**config.mk**
```make
export PLATFORM = sky130hd
export DESIGN_NAME = fst_rem
export DESIGN_NICKNAME = d
export VERILOG_FILES = /design/src/hdl/fst_pkg.sv /design/src/hdl/fst_rem.sv
export SDC_FILE = /design/constraint.sdc
export NUM_CORES = 1
export LEC_CHECK = 0
export BUFFER_PORTS_ARGS = -buffer_cell sky130_fd_sc_hd__buf_2
export CELL_PAD_IN_SITES_DETAIL_PLACEMENT = 1
export CELL_PAD_IN_SITES_GLOBAL_PLACEMENT = 2
export CORE_MARGIN = 4
export CORE_UTILIZATION = 33
export DETAILED_ROUTE_END_ITERATION = 10
export GPL_TIMING_DRIVEN = 0
export HOLD_SLACK_MARGIN = 0.12
export PLACE_DENSITY = 0.78
export SLEW_MARGIN = 30
export SYNTH_ARGS = -nofsm -noshare
export SYNTH_HDL_FRONTEND = slang
export SYNTH_SLANG_ARGS = --single-unit
```
**constraint.sdc**
```tcl
create_clock -name clk -period 2.2 [get_ports clk]
set_clock_uncertainty 0.15 [all_clocks]
set_input_delay 0.22 -clock clk [delete_from_list [all_inputs] [get_ports clk]]
set_output_delay 0.22 -clock clk [all_outputs]
set_load 0.03 [all_outputs]
```
**src/hdl/fst_pkg.sv**
```systemverilog
package fst_pkg;

    localparam int unsigned FLOW_W   = 24;
    localparam int unsigned HANDLE_W = 16;
    localparam int unsigned TIME_W   = 32;
    localparam int unsigned ACT_W    = 3;
    localparam int unsigned STAT_W   = 3;
    localparam int unsigned COUNT_W  = 7;

    localparam int unsigned NUM_SLOTS_DEF  = 64;
    localparam int unsigned FLOW_LIMIT_DEF = 16777216;

    localparam logic [ACT_W-1:0] ACT_ADD    = 3'd0;
    localparam logic [ACT_W-1:0] ACT_LOOKUP = 3'd1;
    localparam logic [ACT_W-1:0] ACT_CLOSE  = 3'd2;
    localparam logic [ACT_W-1:0] ACT_TOUCH  = 3'd3;
    localparam logic [ACT_W-1:0] ACT_CHECK  = 3'd4;
    localparam logic [ACT_W-1:0] ACT_SCAN   = 3'd5;

    localparam logic [STAT_W-1:0] ST_OK        = 3'd0;
    localparam logic [STAT_W-1:0] ST_FULL      = 3'd1;
    localparam logic [STAT_W-1:0] ST_NOT_FOUND = 3'd2;
    localparam logic [STAT_W-1:0] ST_EXPIRED   = 3'd3;
    localparam logic [STAT_W-1:0] ST_NOTHING   = 3'd4;

    typedef struct packed {
        logic [FLOW_W-1:0]   flow;
        logic [HANDLE_W-1:0] handle;
    } entry_t;

endpackage

```
**src/hdl/fst_rem.sv**
```systemverilog
module fst_rem #(
    parameter int unsigned DIV = 64
) (
    input  logic                       clk,
    input  logic                       rst_n,
    input  logic                       start,
    input  logic [fst_pkg::FLOW_W-1:0] value,
    output logic                       done,
    output logic [fst_pkg::FLOW_W-1:0] rem
);
    import fst_pkg::*;

    // floor(2^FLOW_W / DIV) leaves the quotient estimate at most one short,
    // so a single compare and subtract finishes the remainder
    localparam int unsigned MW = FLOW_W + 1;
    localparam int unsigned PW = FLOW_W + MW;
    localparam logic [MW-1:0] RECIP   = MW'((64'd1 << FLOW_W) / DIV);
    localparam logic [MW-1:0] DIV_VAL = MW'(DIV);

    logic [FLOW_W-1:0] value_reg;
    logic [FLOW_W-1:0] quot_reg;
    logic [FLOW_W-1:0] part_reg;
    logic [FLOW_W-1:0] rem_reg;
    logic              stage1_reg;
    logic              stage2_reg;
    logic              done_reg;
    logic [PW-1:0]     prod;
    logic [FLOW_W-1:0] back;
    logic [MW-1:0]     part_ext;
    logic [MW-1:0]     rem_next;

    // quotient * DIV never exceeds value, so the low bits are exact
    always_comb
    begin
        prod     = PW'(value) * PW'(RECIP);
        back     = quot_reg * DIV_VAL[FLOW_W-1:0];
        part_ext = {1'b0, part_reg};
        rem_next = (part_ext >= DIV_VAL) ? part_ext - DIV_VAL : part_ext;
    end

    always_ff @(posedge clk or negedge rst_n)
    begin
        if (!rst_n)
        begin
            value_reg  <= '0;
            quot_reg   <= '0;
            part_reg   <= '0;
            rem_reg    <= '0;
            stage1_reg <= 1'b0;
            stage2_reg <= 1'b0;
            done_reg   <= 1'b0;
        end
        else
        begin
            stage1_reg <= start;
            stage2_reg <= stage1_reg;
            done_reg   <= stage2_reg;
            if (start)
            begin
                value_reg <= value;
                quot_reg  <= prod[FLOW_W +: FLOW_W];
            end
            if (stage1_reg)
            begin
                part_reg <= value_reg - back;
            end
            if (stage2_reg)
            begin
                rem_reg <= rem_next[FLOW_W-1:0];
            end
        end
    end

    assign done = done_reg;
    assign rem  = rem_reg;

endmodule

```
=== After elaboration in Yosys (flattened, before gate mapping) ===
Index checks and enable logic that the tools add are counted.

* Register bits after elaboration: 93
* Output and inout bits: 25

* Add/sub/neg operators: 2
* $lt $le $gt $ge: 1
* Mux-type cells: 1

{| class="wikitable"
|+ Operators by type and width
! operator !! count
|-
| $ge 24x7->1 const B || 1
|-
| $mux 24 || 1
|-
| $sub 24x24->24 || 1
|-
| $sub 24x7->24 const B || 1
|}

=== Longest topological paths before layout ===
* Word-level depth: 2
* Depth in mapped cells: 2
* Mapped depth without buffers: 1

=== Worst setup path before layout ===
OpenSTA, ideal clock, no wires.

* Path kind: register to register
* Start: register stage2_reg
* End: register rem_reg[0], in the netlist rem[0]
* Setup time: 0.125 ns
* Arrival: 0.850 ns
* Data required time: 1.925 ns
* Path slack: 1.075 ns
* Stages on the path, launching flop included: 3
* Path through: dfrtp_1 buf_6 mux2_4

{| class="wikitable"
|+ RTL lines
! element !! line !! source
|-
| start, declared || fst_rem.sv:25 || <nowiki>logic stage2_reg;</nowiki>
|-
| start signal, assigned || fst_rem.sv:56 || <nowiki>stage2_reg <= stage1_reg;</nowiki>
|-
| end signal, assigned || fst_rem.sv:69 || <nowiki>rem_reg <= rem_next[FLOW_W-1:0];</nowiki>
|-
| end, declared || fst_rem.sv:23 || <nowiki>logic [FLOW_W-1:0] rem_reg;</nowiki>
|}

No word-level cell between the ends.

=== Worst setup path after layout ===
* Start: register rem_reg[7], in the netlist rem[7]
* End: output rem[7] (netlist name)

{| class="wikitable"
|+ RTL lines
! element !! line !! source
|-
| end, declared || fst_rem.sv:9 || <nowiki>output logic [fst_pkg::FLOW_W-1:0] rem</nowiki>
|}

No word-level cell between the ends.

==> metrics.txt <==
XOR/XNOR Fraction of Synth Area 0%; All-Layer GR Usage a little over a tenth; register area share after synthesis between 70 and 80%; clock-pin slew on the worst setup and hold paths ~70 ps; Post-synth EDFFs 0; first-pass GRT wire length between 3 and 4 mm; fin crit period 1350 ps; share of power burned in registers 54.6%; relative slew slack between 40 and 50%; area share of the largest cell type after synthesis just over 70%; Core Box Area between 3000 and 4000 um^2; Critical Path End Type output pin; clock root buffer clkbuf_8; met3 GRT Util around 3.7%; post-synthesis cell count 78; Clock Path Buffers 2; Post-Synth Adder-Cell Area 0%; mux share of post-synthesis cell area roughly 16%; period utilisation layout about three fifths; DRT iter0 DRCs 23; Peak VDD IR approximately 0.00037 V; area added between synthesis and finish 30.3%; vias per cell 4.35; antenna violations before repair 0; vias in the first global route 810; chip height between 70 and 80 um; clock share of power roughly a third; routability cong. approximately 0.64; fmax between 0.7 and 0.8 GHz; Synth area leaders dfrtp_1 (73%), mux2_2 (13%), nor2b_1 (7.2%); synth unique cells 8; final setup vio count 0; IO Pins 52; Synth Area in Compound Gates 0%; Hold Crit Depth 0; synthesized flop and latch total 38; measured slew at the worst slew-check pin just over 800 ps; share of layout cells above drive strength 1 roughly half; Pint ~0.0011 W; PD cells about 840 nW/um^2; die width between 70 and 80 um; largest net degree at the start of global routing 39; Hold Vio Cnt, Final 0; worst hold-check path type register to register; Syn Area/Cell around 17 um^2; pre-CTS setup slack around 970 ps; WL final between 2 and 2.5 mm; R2R depth 2; Post-CTS Resized 0; maxcap violations 0; Rows 22; initial core utilization between 30% and 40%; NumNets Final approximately 150; ant diodes 0; most used routing layer in global routing met2; switch share approximately a quarter; post-CTS setup buffer count 0; fin area 1700 um^2; async set-reset flop share out of synthesis 100%; hold slack about 240 ps; commonest cells in the netlist dfrtp_1 (38), mux2_2 (15), nor2b_1 (15); post-route ant nets 0; Netlist Area Pre-Place approximately 1300 um^2; WL/cell between 10 and 15 um; RSZ-0062 raised after global routing no; clock sinks 38; via count between 700 and 800; Worst Path Required about 1800 ps; CTS tree built; final core occ between 40% and 50%; 1st-pass router iterations 2; DRC viols 0; total number of H-tree levels 2; met2 track demand over resource 16.4%; Ys Warns 0; run status complete, no violations; CTS buffer count 5; post-synth top area cell dfrtp_1; Post-Synth Simple-Gate Area under 10%; NetSw approximately 0.00034 W; max-slew violations 0; largest family of logic cells by synthesized area multiplexers; critical path startpoint category register; Syn Nets between 100 and 150; Synth Flop Type dfrtp_1; fin worst setup slack between 800 and 900 ps; Die ar. ~5000 um^2; Sum Neg Setup Slack 0 ps; CP Max Fanout 3; WS Path Type register to output pin; met1 Usage GRT 12.2%; DP HPWL 1.60 mm; logic gate share of total power 12.1%; Placed Instance Area between 1500 and 2000 um^2; Worst EP arrival just under 1000 ps; LEAKAGE 0.880 nW; Port Buffers 33; post-cts hold buffer count 8; remaining global-route overflow 0; most frequent cell after synthesis dfrtp_1; latest clock arrival within the worst-skew pair 280 ps; Largest register FFs 23
per-layer routing:
layer  routed length (um)  vias to the layer above
met4                   67                        0
li1                     -                      347
met3                  162                        7
met2                 1090                       27
met1                  899                      381
met5                    0                        -
layout by cell type, fill, tap and decap left out, drive strengths merged:
cell type,netlist,final
dlygate4sd3,0,8
dfrtp,38,38
clkbuf,0,7
clkinv,0,1
buf,5,38
mux2,18,18
and2b,2,2
nor2b,15,15
kinds of logic after synthesis:
group | Yosys count
flip-flops | 38
multiplexers | 18
AND/OR/NAND/NOR | 17
buffers and inverters | 5
worst paths after layout:
path | from | to | slack (ps)
max reg2reg | stage2_reg | rem[2] | 980
min in group asynchronous | rst_n | rem[12] | 410
min reg2reg | stage1_reg | stage2_reg | 240
max | rem[7] | rem[7] | 850
min | stage1_reg | stage2_reg | 240
max in group asynchronous | rst_n | value_reg[3] | 980
through the flow:
stage	total power, W	cells
floorplan	0.000897	78
global placement	0.000952	159
detailed placement	0.000959	159
CTS	0.00146	175
global route	0.00150	175
finish	0.00143	175
worst max-delay path, cell delays in order, from the launching register on:
cell and delay (ps):
dfrtp_1 400, buf_4 130, buf_2 160
power groups by stage:
stage,combinational [W],sequential (W),clock [W]
finish,0.000173,0.000779,0.000476
global route,0.000187,0.000786,0.000526
CTS,0.000176,0.000780,0.000500
detailed placement,0.000166,0.000793,0
global placement,0.000161,0.000791,0
floorplan,0.0000654,0.000831,0
final cells by class:
cell class                 instances  area, um^2
sequential                        38         951
fill                             397        2040
multi-input combinational         35         323
buffer                             5        33.8
timing repair buffer              41         245
tap                               48        60.1
clock buffer                       7        86.3
clock inverter                     1        5.00
Power figures use the tool's default switching activity.
